===== config.mk =====
export PLATFORM = sky130hd
export DESIGN_NAME = serial_mouse_uart_port_flat
export DESIGN_NICKNAME = d
export VERILOG_FILES = /design/src/hw/rtl/smup_pkg.sv /design/src/hw/rtl/smup_if.sv /design/src/hw/rtl/serial_mouse_uart_port.sv /design/src/hw/rtl/smup_fifo.sv /design/src/flat_wrapper.sv
export VERILOG_INCLUDE_DIRS = /design/src /design/src/hw/rtl
export SDC_FILE = /design/constraint.sdc
export NUM_CORES = 1
export LEC_CHECK = 0
export ABC_AREA = 1
export BUFFER_PORTS_ARGS = -buffer_cell sky130_fd_sc_hd__buf_2
export CORE_UTILIZATION = 45
export CTS_CLUSTER_DIAMETER = 60
export DETAILED_ROUTE_END_ITERATION = 8
export GPL_TIMING_DRIVEN = 0
export SETUP_SLACK_MARGIN = 0.4
export SLEW_MARGIN = 20
export SYNTH_ARGS = -nofsm -noshare
export SYNTH_HDL_FRONTEND = slang
export SYNTH_HIERARCHICAL = 1
export SYNTH_SLANG_ARGS = --single-unit

===== constraint.sdc =====
create_clock -name clk_i -period 4.5 [get_ports clk_i]
set_clock_uncertainty 0.15 [all_clocks]
set_input_delay 0.225 -clock clk_i [delete_from_list [all_inputs] [get_ports clk_i]]
set_output_delay 0.225 -clock clk_i [all_outputs]
set_load 0.01 [all_outputs]

===== src/hw/rtl/assert_macros.svh =====
`ifndef ASSERT_MACROS_SVH
`define ASSERT_MACROS_SVH

// all macros sample on clk_i and stay quiet while rst_ni is low

`define SMUP_ASSERT_ALWAYS(name, cond, msg) \
  name: assert property (@(posedge clk_i) disable iff (!rst_ni) (cond)) \
    else $error(msg);

`define SMUP_ASSERT_IMPL(name, ante, cons, msg) \
  name: assert property (@(posedge clk_i) disable iff (!rst_ni) (ante) |-> (cons)) \
    else $error(msg);

`define SMUP_ASSERT_NEXT(name, ante, cons, msg) \
  name: assert property (@(posedge clk_i) disable iff (!rst_ni) (ante) |=> (cons)) \
    else $error(msg);

`endif


===== src/hw/rtl/smup_pkg.sv =====
`default_nettype none

package smup_pkg;

  localparam int unsigned PACKET_BYTES = 5;

  typedef enum logic [1:0] {
    KIND_MOUSE = 2'd0,
    KIND_READ  = 2'd1,
    KIND_WRITE = 2'd2
  } kind_e;

  typedef enum logic [2:0] {
    REG_DATA = 3'd0,
    REG_IER  = 3'd1,
    REG_IIR  = 3'd2,
    REG_LCR  = 3'd3,
    REG_MCR  = 3'd4,
    REG_LSR  = 3'd5,
    REG_MSR  = 3'd6,
    REG_SCR  = 3'd7
  } reg_off_e;

  localparam logic [7:0] LSR_IDLE     = 8'h60;
  localparam logic [7:0] LSR_AFTER_RD = 8'h01;
  localparam logic [7:0] LCR_RESET    = 8'h03;
  localparam logic [7:0] MCR_VALUE    = 8'h83;
  localparam logic [7:0] MSR_VALUE    = 8'h01;
  localparam logic [7:0] DLL_VALUE    = 8'h60;
  localparam logic [7:0] ECHO_TRIGGER = 8'h73;
  localparam logic [7:0] ECHO_BYTE    = 8'h8f;
  localparam logic [7:0] PKT_SYNC     = 8'h80;

  localparam logic signed [7:0] HELD_MAX = 8'sd127;
  localparam logic signed [7:0] HELD_MIN = -8'sd126;

  typedef struct packed {
    logic [1:0]         kind;
    logic [2:0]         buttons;
    logic signed [11:0] delta_x;
    logic signed [11:0] delta_y;
    logic [2:0]         port_offset;
    logic [7:0]         write_data;
  } item_t;

  typedef struct packed {
    logic [7:0] read_data;
    logic       irq_request;
    logic       data_pending;
    logic       motion_held;
  } result_t;

  typedef struct packed {
    logic                              pop;
    logic                              push_one;
    logic [7:0]                        one_byte;
    logic                              push_pkt;
    logic [PACKET_BYTES-1:0][7:0]      pkt;
  } fifo_ctrl_t;

  typedef struct packed {
    logic       empty;
    logic       single;
    logic       pkt_room;
    logic [7:0] head;
  } fifo_stat_t;

  function automatic logic signed [7:0] clamp_motion(input logic signed [12:0] v);
    if (v > 13'(HELD_MAX)) return HELD_MAX;
    if (v < 13'(HELD_MIN)) return HELD_MIN;
    return v[7:0];
  endfunction

endpackage

`default_nettype wire


===== src/hw/rtl/smup_if.sv =====
`default_nettype none

interface smup_in_if;
  logic              valid;
  logic              ready;
  logic [1:0]        kind;
  logic [2:0]        buttons;
  logic signed [11:0] delta_x;
  logic signed [11:0] delta_y;
  logic [2:0]        port_offset;
  logic [7:0]        write_data;

  modport source (output valid, kind, buttons, delta_x, delta_y, port_offset, write_data,
                  input ready);
  modport sink (input valid, kind, buttons, delta_x, delta_y, port_offset, write_data,
                output ready);
endinterface

interface smup_out_if;
  logic       valid;
  logic       ready;
  logic [7:0] read_data;
  logic       irq_request;
  logic       data_pending;
  logic       motion_held;

  modport source (output valid, read_data, irq_request, data_pending, motion_held,
                  input ready);
  modport sink (input valid, read_data, irq_request, data_pending, motion_held,
                output ready);
endinterface

interface smup_cfg_if;
  logic valid;
  logic ready;
  logic irq_enable;

  modport source (output valid, irq_enable, input ready);
  modport sink (input valid, irq_enable, output ready);
endinterface

`default_nettype wire


===== src/hw/rtl/serial_mouse_uart_port.sv =====
// Serial mouse port in the style of an 8250 UART. Mouse events and host port reads and
// writes enter as words on in_i; each produces exactly one result word on out_o, in order.
// One word is accepted every cycle while results are taken; a word passes an input register
// and one pass of logic against the register-array receive FIFO, and its result is written
// to the output register when it leaves the input register, held there until taken. A mouse
// event pushes its whole five-byte packet in that single pass, or folds its motion into the
// saturating hold registers when the FIFO has no room for a packet. No clearing pass follows
// reset. irq_enable on cfg_i may be written at any time; the port is always ready.

`default_nettype none

`include "assert_macros.svh"

module serial_mouse_uart_port import smup_pkg::*; #(
  parameter int unsigned FIFO_DEPTH = 5
) (
  input  logic        clk_i,
  input  logic        rst_ni,
  smup_cfg_if.sink    cfg_i,
  smup_in_if.sink     in_i,
  smup_out_if.source  out_o
);

  logic              irq_en_q;
  logic              s1_valid_q;
  item_t             s1_q;
  logic              out_valid_q;
  result_t           res_q, res_d;
  logic              adv;
  logic              in_ready;

  logic signed [7:0] held_dx_q, held_dx_d;
  logic signed [7:0] held_dy_q, held_dy_d;
  logic              latch_q, latch_d;
  logic [7:0]        lcr_q, lcr_d;
  logic [7:0]        lsr_q, lsr_d;

  fifo_ctrl_t        ctrl;
  fifo_stat_t        stat;

  logic signed [12:0] sum_x, sum_y;
  logic [7:0]         eff_x, eff_y;
  logic [2:0]         btn_map;
  logic               is_read;
  logic               is_port;

  assign adv      = s1_valid_q && (!out_valid_q || out_o.ready);
  assign in_ready = !s1_valid_q || adv;
  assign in_i.ready  = in_ready;
  assign cfg_i.ready = 1'b1;

  assign is_read = (s1_q.kind == KIND_READ);
  assign is_port = (s1_q.kind == KIND_READ) || (s1_q.kind == KIND_WRITE);

  assign sum_x   = 13'($signed(s1_q.delta_x)) + 13'(held_dx_q);
  assign sum_y   = 13'($signed(s1_q.delta_y)) + 13'(held_dy_q);
  // left goes to bit 2, middle to bit 1, right to bit 0
  assign btn_map = {s1_q.buttons[0], s1_q.buttons[2], s1_q.buttons[1]};

  always_comb begin
    res_d     = '0;
    ctrl      = '0;
    held_dx_d = held_dx_q;
    held_dy_d = held_dy_q;
    latch_d   = latch_q;
    lcr_d     = lcr_q;
    lsr_d     = lsr_q;
    eff_x     = s1_q.delta_x[7:0];
    eff_y     = s1_q.delta_y[7:0];

    case (kind_e'(s1_q.kind))
      KIND_MOUSE: begin
        if (!stat.pkt_room) begin
          held_dx_d         = clamp_motion(sum_x);
          held_dy_d         = clamp_motion(sum_y);
          res_d.motion_held = 1'b1;
        end else begin
          // motion is clamped only when something was held back
          if (held_dx_q != '0 || held_dy_q != '0) begin
            eff_x = clamp_motion(sum_x);
            eff_y = clamp_motion(sum_y);
          end
          held_dx_d         = '0;
          held_dy_d         = '0;
          ctrl.push_pkt     = 1'b1;
          ctrl.pkt[0]       = PKT_SYNC | {5'd0, btn_map};
          ctrl.pkt[1]       = 8'd0 - eff_x;
          ctrl.pkt[2]       = 8'd0 - eff_y;
          ctrl.pkt[3]       = 8'd0;
          ctrl.pkt[4]       = 8'd0;
          res_d.irq_request = irq_en_q;
        end
      end
      KIND_READ, KIND_WRITE: begin
        case (reg_off_e'(s1_q.port_offset))
          REG_DATA: begin
            if (latch_q) begin
              res_d.read_data = DLL_VALUE;
            end else if (is_read) begin
              ctrl.pop        = 1'b1;
              res_d.read_data = stat.empty ? 8'd0 : stat.head;
              lsr_d           = LSR_IDLE;
            end else begin
              if (s1_q.write_data == ECHO_TRIGGER) begin
                ctrl.pop      = 1'b1;
                ctrl.push_one = 1'b1;
                ctrl.one_byte = ECHO_BYTE;
              end
              lsr_d = LSR_IDLE;
            end
          end
          REG_IER: latch_d = 1'b0;
          REG_LCR: begin
            if (is_read) begin
              res_d.read_data = lcr_q;
            end else begin
              lcr_d   = s1_q.write_data;
              latch_d = s1_q.write_data[7];
              lsr_d   = LSR_IDLE;
            end
          end
          REG_MCR: res_d.read_data = MCR_VALUE;
          REG_LSR: begin
            res_d.read_data = lsr_q;
            lsr_d           = LSR_AFTER_RD;
          end
          REG_MSR: res_d.read_data = MSR_VALUE;
          default: ;
        endcase
      end
      default: ;
    endcase

    // bytes waiting after this word
    if (ctrl.push_pkt || ctrl.push_one) begin
      res_d.data_pending = 1'b1;
    end else if (ctrl.pop) begin
      res_d.data_pending = !(stat.empty || stat.single);
    end else begin
      res_d.data_pending = !stat.empty;
    end

    if (!adv) ctrl = '0;
  end

  smup_fifo #(
    .DEPTH (FIFO_DEPTH)
  ) u_fifo (
    .clk_i  (clk_i),
    .rst_ni (rst_ni),
    .ctrl_i (ctrl),
    .stat_o (stat)
  );

  always_ff @(posedge clk_i or negedge rst_ni) begin
    if (!rst_ni) begin
      irq_en_q    <= 1'b0;
      s1_valid_q  <= 1'b0;
      out_valid_q <= 1'b0;
      held_dx_q   <= '0;
      held_dy_q   <= '0;
      latch_q     <= 1'b0;
      lcr_q       <= LCR_RESET;
      lsr_q       <= LSR_IDLE;
    end else begin
      if (cfg_i.valid) irq_en_q <= cfg_i.irq_enable;
      if (in_ready) s1_valid_q <= in_i.valid;
      if (adv) begin
        out_valid_q <= 1'b1;
        held_dx_q   <= held_dx_d;
        held_dy_q   <= held_dy_d;
        latch_q     <= latch_d;
        lcr_q       <= lcr_d;
        lsr_q       <= lsr_d;
      end else if (out_o.ready) begin
        out_valid_q <= 1'b0;
      end
    end
  end

  always_ff @(posedge clk_i) begin
    if (in_ready && in_i.valid) begin
      s1_q.kind        <= in_i.kind;
      s1_q.buttons     <= in_i.buttons;
      s1_q.delta_x     <= in_i.delta_x;
      s1_q.delta_y     <= in_i.delta_y;
      s1_q.port_offset <= in_i.port_offset;
      s1_q.write_data  <= in_i.write_data;
    end
    if (adv) res_q <= res_d;
  end

  assign out_o.valid        = out_valid_q;
  assign out_o.read_data    = res_q.read_data;
  assign out_o.irq_request  = res_q.irq_request;
  assign out_o.data_pending = res_q.data_pending;
  assign out_o.motion_held  = res_q.motion_held;

  `SMUP_ASSERT_ALWAYS(held_in_range, held_dx_q >= HELD_MIN && held_dy_q >= HELD_MIN,
    "held motion outside clamp range")
  `SMUP_ASSERT_ALWAYS(irq_not_with_hold,
    !(out_valid_q && res_q.irq_request && res_q.motion_held), "interrupt raised for held motion")
  `SMUP_ASSERT_NEXT(ier_clears_latch, adv && is_port && s1_q.port_offset == REG_IER,
    !latch_q, "divisor latch not cleared")

endmodule

`default_nettype wire


===== src/hw/rtl/smup_fifo.sv =====
`default_nettype none

`include "assert_macros.svh"

module smup_fifo import smup_pkg::*; #(
  parameter int unsigned DEPTH = 5
) (
  input  logic       clk_i,
  input  logic       rst_ni,
  input  fifo_ctrl_t ctrl_i,
  output fifo_stat_t stat_o
);

  localparam int unsigned PW = $clog2(DEPTH);
  localparam int unsigned CW = $clog2(DEPTH + 1);
  localparam logic [PW:0]   DepthW    = (PW + 1)'(DEPTH);
  localparam logic [CW-1:0] CntDepth  = CW'(DEPTH);
  localparam logic [CW-1:0] RoomLimit = CW'(DEPTH - PACKET_BYTES);
  localparam logic [CW-1:0] PktCount  = CW'(PACKET_BYTES);

  logic [7:0]    mem_q [DEPTH];
  logic [PW-1:0] rp_q, rp_d;
  logic [PW-1:0] wp_q, wp_d;
  logic [CW-1:0] cnt_q, cnt_d;
  logic [CW-1:0] cnt_mid;
  logic          pop_eff;
  logic          push_one_eff;
  logic [PACKET_BYTES-1:0][PW-1:0] slot;

  function automatic logic [PW-1:0] wrap_add(input logic [PW-1:0] p, input logic [PW:0] k);
    logic [PW:0] s;
    s = {1'b0, p} + k;
    if (s >= DepthW) s = s - DepthW;
    return s[PW-1:0];
  endfunction

  always_comb begin
    for (int k = 0; k < PACKET_BYTES; k++) begin
      slot[k] = wrap_add(wp_q, (PW + 1)'(k));
    end
  end

  always_comb begin
    pop_eff      = ctrl_i.pop && (cnt_q != '0);
    cnt_mid      = cnt_q - CW'(pop_eff);
    // after a pop there is always space for a single byte
    push_one_eff = ctrl_i.push_one && (cnt_mid != CntDepth);
    cnt_d        = cnt_mid + CW'(push_one_eff);
    wp_d         = wp_q;
    if (ctrl_i.push_pkt) begin
      cnt_d = cnt_mid + PktCount;
      wp_d  = wrap_add(wp_q, (PW + 1)'(PACKET_BYTES));
    end else if (push_one_eff) begin
      wp_d = wrap_add(wp_q, (PW + 1)'(1));
    end
    rp_d = pop_eff ? wrap_add(rp_q, (PW + 1)'(1)) : rp_q;
  end

  always_ff @(posedge clk_i or negedge rst_ni) begin
    if (!rst_ni) begin
      rp_q  <= '0;
      wp_q  <= '0;
      cnt_q <= '0;
    end else begin
      rp_q  <= rp_d;
      wp_q  <= wp_d;
      cnt_q <= cnt_d;
    end
  end

  always_ff @(posedge clk_i) begin
    if (ctrl_i.push_pkt) begin
      for (int k = 0; k < PACKET_BYTES; k++) begin
        mem_q[slot[k]] <= ctrl_i.pkt[k];
      end
    end else if (push_one_eff) begin
      mem_q[wp_q] <= ctrl_i.one_byte;
    end
  end

  assign stat_o.empty    = (cnt_q == '0);
  assign stat_o.single   = (cnt_q == CW'(1));
  assign stat_o.pkt_room = (cnt_q <= RoomLimit);
  assign stat_o.head     = mem_q[rp_q];

  `SMUP_ASSERT_ALWAYS(cnt_in_range, cnt_q <= CntDepth, "fifo count above depth")
  `SMUP_ASSERT_IMPL(pkt_needs_room, ctrl_i.push_pkt, cnt_q <= RoomLimit,
    "packet push without room")
  `SMUP_ASSERT_IMPL(ptrs_meet, cnt_q == '0 || cnt_q == CntDepth, rp_q == wp_q,
    "pointers disagree with count")

endmodule

`default_nettype wire


===== src/flat_wrapper.sv =====
// flat-port wrapper written by rule: the top's interface ports become plain ports
module serial_mouse_uart_port_flat import smup_pkg::*;
#(
  parameter int unsigned FIFO_DEPTH = 5
)
  (clk_i, rst_ni, cfg_i_valid, cfg_i_irq_enable, cfg_i_ready, in_i_valid, in_i_kind, in_i_buttons, in_i_delta_x, in_i_delta_y, in_i_port_offset, in_i_write_data, in_i_ready, out_o_valid, out_o_read_data, out_o_irq_request, out_o_data_pending, out_o_motion_held, out_o_ready);
  smup_cfg_if cfg_i_i ();
  smup_in_if in_i_i ();
  smup_out_if out_o_i ();
  input  logic clk_i;
  input  logic rst_ni;
  input wire logic [$bits(cfg_i_i.valid)-1:0] cfg_i_valid;
  input wire logic [$bits(cfg_i_i.irq_enable)-1:0] cfg_i_irq_enable;
  output wire logic [$bits(cfg_i_i.ready)-1:0] cfg_i_ready;
  input wire logic [$bits(in_i_i.valid)-1:0] in_i_valid;
  input wire logic [$bits(in_i_i.kind)-1:0] in_i_kind;
  input wire logic [$bits(in_i_i.buttons)-1:0] in_i_buttons;
  input wire logic [$bits(in_i_i.delta_x)-1:0] in_i_delta_x;
  input wire logic [$bits(in_i_i.delta_y)-1:0] in_i_delta_y;
  input wire logic [$bits(in_i_i.port_offset)-1:0] in_i_port_offset;
  input wire logic [$bits(in_i_i.write_data)-1:0] in_i_write_data;
  output wire logic [$bits(in_i_i.ready)-1:0] in_i_ready;
  output wire logic [$bits(out_o_i.valid)-1:0] out_o_valid;
  output wire logic [$bits(out_o_i.read_data)-1:0] out_o_read_data;
  output wire logic [$bits(out_o_i.irq_request)-1:0] out_o_irq_request;
  output wire logic [$bits(out_o_i.data_pending)-1:0] out_o_data_pending;
  output wire logic [$bits(out_o_i.motion_held)-1:0] out_o_motion_held;
  input wire logic [$bits(out_o_i.ready)-1:0] out_o_ready;
  assign cfg_i_i.valid = cfg_i_valid;
  assign cfg_i_i.irq_enable = cfg_i_irq_enable;
  assign cfg_i_ready = cfg_i_i.ready;
  assign in_i_i.valid = in_i_valid;
  assign in_i_i.kind = in_i_kind;
  assign in_i_i.buttons = in_i_buttons;
  assign in_i_i.delta_x = in_i_delta_x;
  assign in_i_i.delta_y = in_i_delta_y;
  assign in_i_i.port_offset = in_i_port_offset;
  assign in_i_i.write_data = in_i_write_data;
  assign in_i_ready = in_i_i.ready;
  assign out_o_valid = out_o_i.valid;
  assign out_o_read_data = out_o_i.read_data;
  assign out_o_irq_request = out_o_i.irq_request;
  assign out_o_data_pending = out_o_i.data_pending;
  assign out_o_motion_held = out_o_i.motion_held;
  assign out_o_i.ready = out_o_ready;
  serial_mouse_uart_port #(.FIFO_DEPTH(FIFO_DEPTH)) u_core (.clk_i(clk_i), .rst_ni(rst_ni), .cfg_i(cfg_i_i), .in_i(in_i_i), .out_o(out_o_i));
endmodule

* Word level (Yosys, flattened, before mapping) *
Memories as Yosys holds them, arrays and structs flattened.
Index checks and enable logic that the tools add are counted.

storage, ports and cells
  bits in registers = 96
  latch bits = 0
  RAM bits = 40
  ROM bits = 0
  input port bits = 46
  output and inout bits = 14
  logic and storage cells = 186
  memories kept = 1

memories
  memory               depth  width  rd ports  clocked after Yosys merged registers in  write ports  line             source
  u_core.u_fifo.mem_q  5      8      1         0                                        5            smup_fifo.sv:21  logic [7:0] mem_q [DEPTH];

cells by class
  add/sub/neg operators = 20
  multipliers = 0
  divide/modulo/power cells = 0
  $lt $le $gt $ge = 12
  equal/unequal tests = 12
  shifts and indexed selects = 0
  multiplexer cells = 89
  bitwise operators = 1
  reduce and logical (&&, ||, !) cells = 30

operators with widths
  cell                                                               count
  2-to-1 mux 8 bit                                                   27
  2-to-1 mux 41 bit                                                  2
  2-to-1 mux 51 bit                                                  1
  2-to-1 mux 1 bit                                                   40
  2-to-1 mux 10 bit                                                  4
  case mux 8 bit (5 select lines)                                    1
  2-to-1 mux 3 bit                                                   11
  adder 12 x 8 -> 13 bit                                             2
  greater-than comparator 13 x 8 -> 1 bit, second input constant     2
  < comparator 13 x 8 -> 1 bit, second input constant                2
  greater-or-equal comparator 4 x 3 -> 1 bit, second input constant  6
  case mux 8 bit (3 select lines)                                    1
  subtractor 3 bit, second input constant                            7
  nonzero test 8 bit                                                 2
  subtractor 1 x 8 -> 8 bit, first input constant                    2
  == test 3 bit, second input constant                               3
  2-to-1 mux 9 bit                                                   1
  adder 3 x 1 -> 4 bit, second input constant                        2
  adder 3 x 2 -> 4 bit, second input constant                        2
  adder 3 x 3 -> 4 bit, second input constant                        2
  == test 8 x 7 -> 1 bit, second input constant                      1
  AND reduction 4 bit                                                2
  OR reduction 8 bit                                                 1
  == test 3 x 1 -> 1 bit, second input constant                      2
  other kinds (22)                                                   38

* Logic depth before layout (Yosys ltp) *
Gate-level depths: netlist (run 1).

  depth in word-level cells = 28
  mapped depth = 32
  gate-level depth less buffers = 32

* Hierarchy *
The synthesis (run 1) kept the hierarchy.

modules (own cells, without submodules)
  module                  instances  cells each  area each (um^2)  seq. area each (um^2)
  serial_mouse_uart_port  1          747         5,606.6           2,285.9
  smup_fifo               1          763         4,807.1           1,426.4

* Least setup slack after synthesis (run 1) *
No wires, ideal clock.

  kind = register -> register
  start = register u_core/s1_q[9] (netlist name)
  end = memory u_core.u_fifo.mem_q[1][0] (enable)
  setup time = 327 ps
  arrival time = 3,109 ps
  required time = 4,023 ps
  slack = 914 ps
  stages on the path, launching flop included = 20
  path buffers = 0
  clock period less this slack = 3,586 ps
  cell sequence = edfxtp_1 > nor2_1 > inv_1 > nor2_1 > inv_1 > nor3_1 > o21ai_0 > nor2_1 > inv_1 > nor2_1 > ha_1 > ha_1 > xor2_1 > nand2_2 > nand3_2 > nand2_1 > o21ai_0 > inv_1 > nand3_1 > nand3_1

RTL lines
  what                line                          source
  start: declaration  serial_mouse_uart_port.sv:26  item_t s1_q;
  end: declaration    smup_fifo.sv:21

==> summary.md, run 1 <==
| Metric | Value |
|---|---|
| Status | `finished, final reports clean` |
| Final period utilization | `0.866` |
| Routed len/inst | `14.5 um` |
| Worst flop-to-flop path startpoint | `u_core/u_fifo/cnt_q[1]$_DFF_PN0_` |
| CTS sink cnt | `130` |
| Cells after synthesis | `1510` |
| CTS tree | `built` |
| Iter 0 DRT Violations | `829` |
| IO Count | `60` |
| R2R depth | `14` |
| Synthesized flop and latch total | `130` |
| Placed inst area | `11300 um2` |
| Share of cells above drive strength 1 | `0.147` |
| Die width | `154 um` |
| Initial Utilization | `0.460` |
| Gr usage total | `0.254` |
| Critical Path Stages | `14` |
| Max Cap Violations | `0` |
| Area of the multi-input gates | `6110 um2` |
| Highest clock rate | `257 MHz` |
| Post-synthesis sequential area ratio | `0.356` |
| WP data arrival | `3900 ps` |
| Synth cell types | `54` |
| Primary FF master, synth | `edfxtp_1` |
| TritonRoute pass-1 iters | `7` |
| CP cell instances | `nor3_1 > nand2_1 > nor2_1 > buf_4 > buf_4 > inv_1 > buf_2 > nor2_1 > nand4_1 > inv_1 > buf_2 > a21oi_1 > nand2_1 > nand2_1` |
| Port Buffer Count | `58` |
| Hold Path Class | `primary input to async pin` |
| Total Power | `5860 uW` |
| FF/Latch Area | `3710 um2` |
| Max transition margin | `0.520` |
| Final setup TNS | `0 ps` |
| # diodes | `0` |
| Drt via density | `4.92` |
| Fraction of registers with async set/reset | `0.300` |
| DIE AREA | `23800 um2` |
| # DRC | `0` |
| Post-Route WL | `29200 um` |
| Initial antenna violation count | `0` |
| Critical path destination | `u_core/u_fifo/mem_q[4][2]$_DFFE_PP_` |
| Core Util, Final | `0.557` |
| Largest stage delay, worst path | `490 ps` |
| Cts bufs inserted | `17` |
| HPWL after DPL | `22600 um` |
| First-pass GRT wire length | `47100 um` |
| Worst-Margin Slew | `715 ps` |
| Fin Hold WS | `154 ps` |
| Routed vias | `9901` |
| DIE HEIGHT | `154 um` |
| Clock-pin slew on the worst setup and hold paths | `60 ps` |
| Post-synthesis cell area | `10400 um2` |
| Clock Latency Late Sink | `420 ps` |
| Core area | `22600 um2` |
| Clock buffer depth | `2` |
| Final ANT Viol Nets | `0` |
| R2r endpoint | `u_core/u_fifo/mem_q[4][2]$_DFFE_PP_` |
| # fillers | `2175` |
| Total grt overflow | `0` |
| CP endpoint kind | `register` |
| Worst EP required | `4500 ps` |
| Final setup vio count | `0` |
| Pin count of the biggest net entering global routing | `40` |
| Post-synth EDFFs | `91` |
| Final Wtd Congestion | `0.915` |
| Most frequent cell on the critical path | `nand2_1` |
| Synth Warn # | `6` |
| Total Nets Final | `1808` |
| Leak Pwr | `0.00603 uW` |
| Endpoints failing hold | `0` |
| Critical path buffer and inverter count | `6` |
| Worst path slowest cell | `nor3_1` |
| R2R setup slack | `600 ps` |
| RSZ-0062 raised after global routing | `yes` |
| Crit path from | `u_core/u_fifo/cnt_q[1]$_DFF_PN0_` |
| Vias in the first global route | `9197` |
| Startpoint types | `register` |
| Avg Cell Area, Syn | `6.90 um2` |
| CP max FO | `11` |
| Cell Pwr Density | `465 nW/um2` |
| Crit path time final | `3900 ps` |
| Delay-heaviest family, CP | `simple AND/OR/NAND/NOR gates` |
| H-tree levels | `4` |
| Num rows | `55` |
| Root Driver | `clkbuf_16` |
| Synth-to-layout area growth | `21.0%` |
| Max Slew Vio Count | `0` |
| CP Class | `register to register` |
| Maximum VDD drop | `298 uV` |
| Fin area | `12600 um2` |
## flip-flops by register name, summed over array words and instances, names as in the netlist, 3 cells and up
register                cells
u_core/btn_map              3
u_core/held_dx_q            8
u_core/held_dy_q            8
u_core/lcr_q                8
u_core/out_o.read_data      8
u_core/s1_q                37
u_core/u_fifo/cnt_q         3
u_core/u_fifo/mem_q        40
u_core/u_fifo/rp_q          3
u_core/u_fifo/wp_q          3
## cells by family (layout without fill, tap and decap cells)
family | count (synthesis) | in the layout | synth area share
other | 2 | 72 | 0.000721
buffers and inverters | 251 | 399 | 0.0984
flip-flops | 130 | 130 | 0.356
AO/OA/AOI/OAI | 190 | 190 | 0.103
multiplexers | 3 | 3 | 0.00300
adder cells (fa/ha/maj) | 47 | 47 | 0.0586
AND/OR/NAND/NOR | 873 | 873 | 0.366
XOR/XNOR | 14 | 14 | 0.0132
## per-layer routing
layer,track usage,vias up,part of all wire
met3,0.0341,36,0.043
met2,0.404,252,0.44
met4,0.0814,0,0.022
met5,0,-,0
met1,0.356,4386,0.49
li1,-,5227,-
## layout by cell type (no fill, tap or decap), types with 5 or more instances in the layout
cell and instances:
inv_1 200, nand3_1 110, or2_2 10, o22ai_1 11, ha_1 40, xnor2_1 5
a31oi_1 13, nor3_1 12, clkinv_1 6, nand3b_1 5, xor2_1 6, a21oi_1 74
buf_4 20, clkbuf_16 17, o211ai_1 7, edfxtp_1 91, conb_1 72, clkbuf_1 9
nand2_1 507, nand4_1 25, nand2_2 27, nor2_4 5, nor2_1 119, dlygate4sd3_1 46
o21ai_1 5, buf_2 66, nand2_4 5, clkinvlp_4 6, inv_2 12, nand3_2 12
a21oi_2 6, o21ai_0 59, dfrtp_1 36, nor2_2 22
## power by group
group	internal, uW	switching, uW	total [uW]
clock	709	556	1270
combinational	1100	1920	3020
sequential	1460	117	1580
total	3260	2600	5860
## Yosys cell counts, drive strengths merged, types with 2 or more instances
cell,count,area [um2]
fa,3,60.1
mux2i,2,20.0
inv,214,808
a31oi,13,81.3
o22ai,11,68.8
xnor2,5,43.8
nor3,16,108
dfrtp,36,901
clkinv,6,22.5
dfstp,3,78.8
or2,10,62.6
nand4,27,181
xor2,9,93.8
a2bb2oi,2,17.5
and2,3,18.8
o211ai,7,52.6
o221ai,2,17.5
ha,44,551
conb,2,7.51
edfxtp,91,2730
a21oi,80,412
clkbuf,8,30.0
o21ai,70,384
nand3,125,681
nor2,146,606
nand3b,5,37.5
nor4,2,12.5
nand2,539,2110
buf,23,164
## metrics by stage
| stage | setup slack, ps | cells |
|---|---|---|
| CTS | 436 | 2005 |
| floorplan | 914 | 1580 |
| finish | 604 | 2013 |
| global placement | -148 | 1923 |
| global route | 371 | 2013 |
| detailed placement | -169 | 1924 |
## worst min-delay path by stage
stage	to
6_report	u_core/irq_en_q$_DFFE_PN0P_
4_1_cts	u_core/lcr_q[0]$_DFFE_PN1P_
2_1_floorplan	u_core/held_dx_q[0]$_DFFE_PN0P_
3_5_place_dp	u_core/s1_q[15]$_DFFE_PP_
3_3_place_gp	u_core/s1_q[15]$_DFFE_PP_
5_1_grt	u_core/lcr_q[2]$_DFFE_PN0P_
## timing repair
action / 4_1_cts / 5_1_grt
hold buffers: 46 / 0
pin swaps: 1 / 6
cloned: 0 / 0
endpoints found under the setup margin: 81 / 77
setup buffers: 3 / 7
resized for setup: 11 / 33
hold endpoints to repair: 79 / 0
## area by class of cell
class | count | area share
Tap cell | 285 | 0.0283
Timing Repair Buffer | 116 | 0.0687
Clock inverter | 14 | 0.00854
Sequential cell | 130 | 0.294
Buffer | 31 | 0.0154
Inverter | 220 | 0.0659
Clock buffer | 18 | 0.0340
Multi-Input combinational cell | 1199 | 0.485
(Power assumes the default switching activity.)
==> run 2: changes to the inputs <==
CORE_UTILIZATION = 55   (was 45)
PLACE_DENSITY = 0.73   (was default)
clock period = 4.3 ns   (was 4.5 ns; I/O delays follow)
==> run 2 against run 1 <==
  * Critical path type unchanged
  * Critical endpoint is now u_core/u_fifo/mem_q[1][4]$_DFFE_PP_
  * Global-route usage rose by 5.2 points
  * Register-to-register slack got worse by 80 ps
  * Sequential share of layout area fell by 0.52 points
  * Utilization rose by 15 points
  * Power rose by 14%
==> summary.md, run 2 (synthesis results as in run 1) <==
| Metric | Value |
|---|---|
| Clock Latency Late Sink | `430 ps (about the same)` |
| Cell Pwr Density | `519 nW/um2 (+12%)` |
| RSZ-0062 raised after global routing | `yes` |
| CP endpoint kind | `register` |
| Total Nets Final | `1819 (+0.61%)` |
| Final period utilization | `0.877 (+0.0114)` |
| CTS sink cnt | `130 (unchanged)` |
| Final ANT Viol Nets | `0 (unchanged)` |
| Max transition margin | `0.343 (-0.177)` |
| Delay-heaviest family, CP | `simple AND/OR/NAND/NOR gates` |
| CTS tree | `built` |
| Vias in the first global route | `9458 (+2.8%)` |
| Highest clock rate | `265 MHz (+3.3%)` |
| Worst slack at placement | `-279 ps (-111 ps)` |
| TritonRoute pass-1 iters | `5 (-2)` |
| Status | `finished, final reports clean` |
| DIE HEIGHT | `140 um (-9.4%)` |
| Clock-pin slew on the worst setup and hold paths | `60 ps (about the same)` |
| Endpoints failing hold | `0 (unchanged)` |
| Largest stage delay, worst path | `410 ps (-80 ps)` |
| H-tree levels | `4 (unchanged)` |
| CP Class | `register to register` |
| DIE AREA | `19500 um2 (-18%)` |
| Routed vias | `10400 (+5.5%)` |
| Critical path buffer and inverter count | `5 (-1)` |
| Most common cell after layout, fill and taps aside | `nand2_1` |
| Max Slew Vio Count | `0 (unchanged)` |
| Leak Pwr | `0.00615 uW (+1.9%)` |
| # fillers | `1510 (-31%)` |
| CP max FO | `5 (-6)` |
| Max Cap Violations | `0 (unchanged)` |
| WP data arrival | `3780 ps (-120 ps)` |
| # diodes | `0 (unchanged)` |
| Total grt overflow | `0 (unchanged)` |
| Hold Path Class | `register to register` |
| First-pass GRT wire length | `46700 um (-0.99%)` |
| Core area | `18300 um2 (-19%)` |
| Final Wtd Congestion | `0.939 (+2.6%)` |
| Initial Utilization | `0.570 (+0.110)` |
| Worst path slowest cell | `edfxtp_1` |
| Drt via density | `5.31 (+7.9%)` |
| Worst EP required | `4310 ps (-190 ps)` |
| Share of cells above drive strength 1 | `0.171 (+0.0244)` |
| Setup WS post-layout | `529 ps (-75.7 ps)` |
| Gr usage total | `0.306 (+0.0524)` |
| Post-Route WL | `29700 um (+1.5%)` |
| Biggest regs | `u_core/u_fifo/mem_q (40), u_core/s1_q (37)` |
| # DRC | `0 (unchanged)` |
| Initial antenna violation count | `0 (unchanged)` |
| Startpoint types | `register` |
| IO Count | `60 (unchanged)` |
| Routed len/inst | `15.1 um (+3.8%)` |
| Cts bufs inserted | `17 (unchanged)` |
| Maximum VDD drop | `373 uV (+25%)` |
| Crit path time final | `3770 ps (-124 ps)` |
| Pin count of the biggest net entering global routing | `40 (unchanged)` |
| Final setup vio count | `0 (unchanged)` |
| Root Driver | `clkbuf_16` |
| Synth-to-layout area growth | `23.2%` |
| Most frequent cells in the layout | `nand2_1 (495), inv_1 (193), nor2_1 (113), nand3_1 (106), edfxtp_1 (91)` |
| Iter 0 DRT Violations | `787 (-5.1%)` |
| Reg with most FFs | `u_core/u_fifo/mem_q` |
| Port Buffer Count | `58 (unchanged)` |
| Clock buffer depth | `2 (unchanged)` |
| Num rows | `49 (-11%)` |
| Max FFs per register | `40 (unchanged)` |
| Worst-Margin Slew | `986 ps (+271 ps)` |
| HPWL after DPL | `21500 um (-4.7%)` |
| Total Power | `6670 uW (+14%)` |
| Die width | `140 um (-9.4%)` |
==> run 2: changes by cell type in the layout (fill, tap and decap cells not counted), moves of 5 or more <==
cell        delta
inv_1          -7
inv_2          +7
nand2_2        +9
nor2_1         -6
clkinvlp_4     -5
nand2_1       -12
buf_4         +10
==> run 2: metrics by stage <==
stage	hold slack, ps	setup TNS (ps)	utilization	instances	instance area [um2]
finish	332	0	0.703	1968	12800
global route	334	0	0.703	1968	12800
CTS	324	0	0.683	1950	12500
detailed placement	243	-9290	0.617	1868	11300
global placement	241	-3020	0.616	1867	11300
floorplan	-231	0	-	1580	10700
==> run 2: final timing paths <==
kind	depth (start not counted)	start	to	slack, ps
max in group asynchronous	2	rst_ni	u_core/held_dx_q[7]$_DFFE_PN0P_	2980
max reg2reg	29	u_core/s1_q[11]$_DFFE_PP_	u_core/u_fifo/mem_q[1][4]$_DFFE_PP_	530
min	2	u_core/lcr_q[2]$_DFFE_PN0P_	u_core/lcr_q[2]$_DFFE_PN0P_	330
min in group asynchronous	2	rst_ni	u_core/s1_valid_q$_DFFE_PN0N_	340
min reg2reg	2	u_core/lcr_q[2]$_DFFE_PN0P_	u_core/lcr_q[2]$_DFFE_PN0P_	330
max	29	u_core/s1_q[11]$_DFFE_PP_	u_core/u_fifo/mem_q[1][4]$_DFFE_PP_	530
==> run 2: area by class of cell <==
type	instances	area [um2]	area share
Buffer	31	194	0.0151
Multi-Input combinational cell	1199	6270	0.489
Clock buffer	18	429	0.0334
Clock inverter	14	170	0.0133
Timing Repair Buffer	127	936	0.0729
Tap cell	229	287	0.0223
Sequential cell	130	3710	0.289
Inverter	220	831	0.0647
==> run 2: power by group <==
| part | switching (uW) | total, uW | internal [uW] | leakage (uW) |
|---|---|---|---|---|
| Clock | 635 | 1510 | 876 | 0.000293 |
| Sequential | 123 | 1650 | 1530 | 0.00126 |
| Combinational | 2190 | 3500 | 1310 | 0.00459 |
==> run 2: worst min-delay path: cells and delay by family, from the launching register on <==
family	cells	cell delay (ps)
AND/OR/NAND/NOR	2	100
flip-flops	1	350
==> run 2: layer usage <==
metal | GRT usage | vias up | part of all wire
met1 | 0.410 | 4738 | 0.45
met3 | 0.0571 | 53 | 0.068
li1 | - | 5247 | -
met2 | 0.501 | 408 | 0.46
met4 | 0.0989 | 0 | 0.022
met5 | 0 | - | 0
==> run 2: repair_timing <==
action	in CTS	in global routing
endpoints found under the setup margin	83	81
hold endpoints to repair	79	0
pin swaps	3	28
resized for setup	26	62
setup buffers	3	17
gates cloned	0	1
hold buffers	47	0
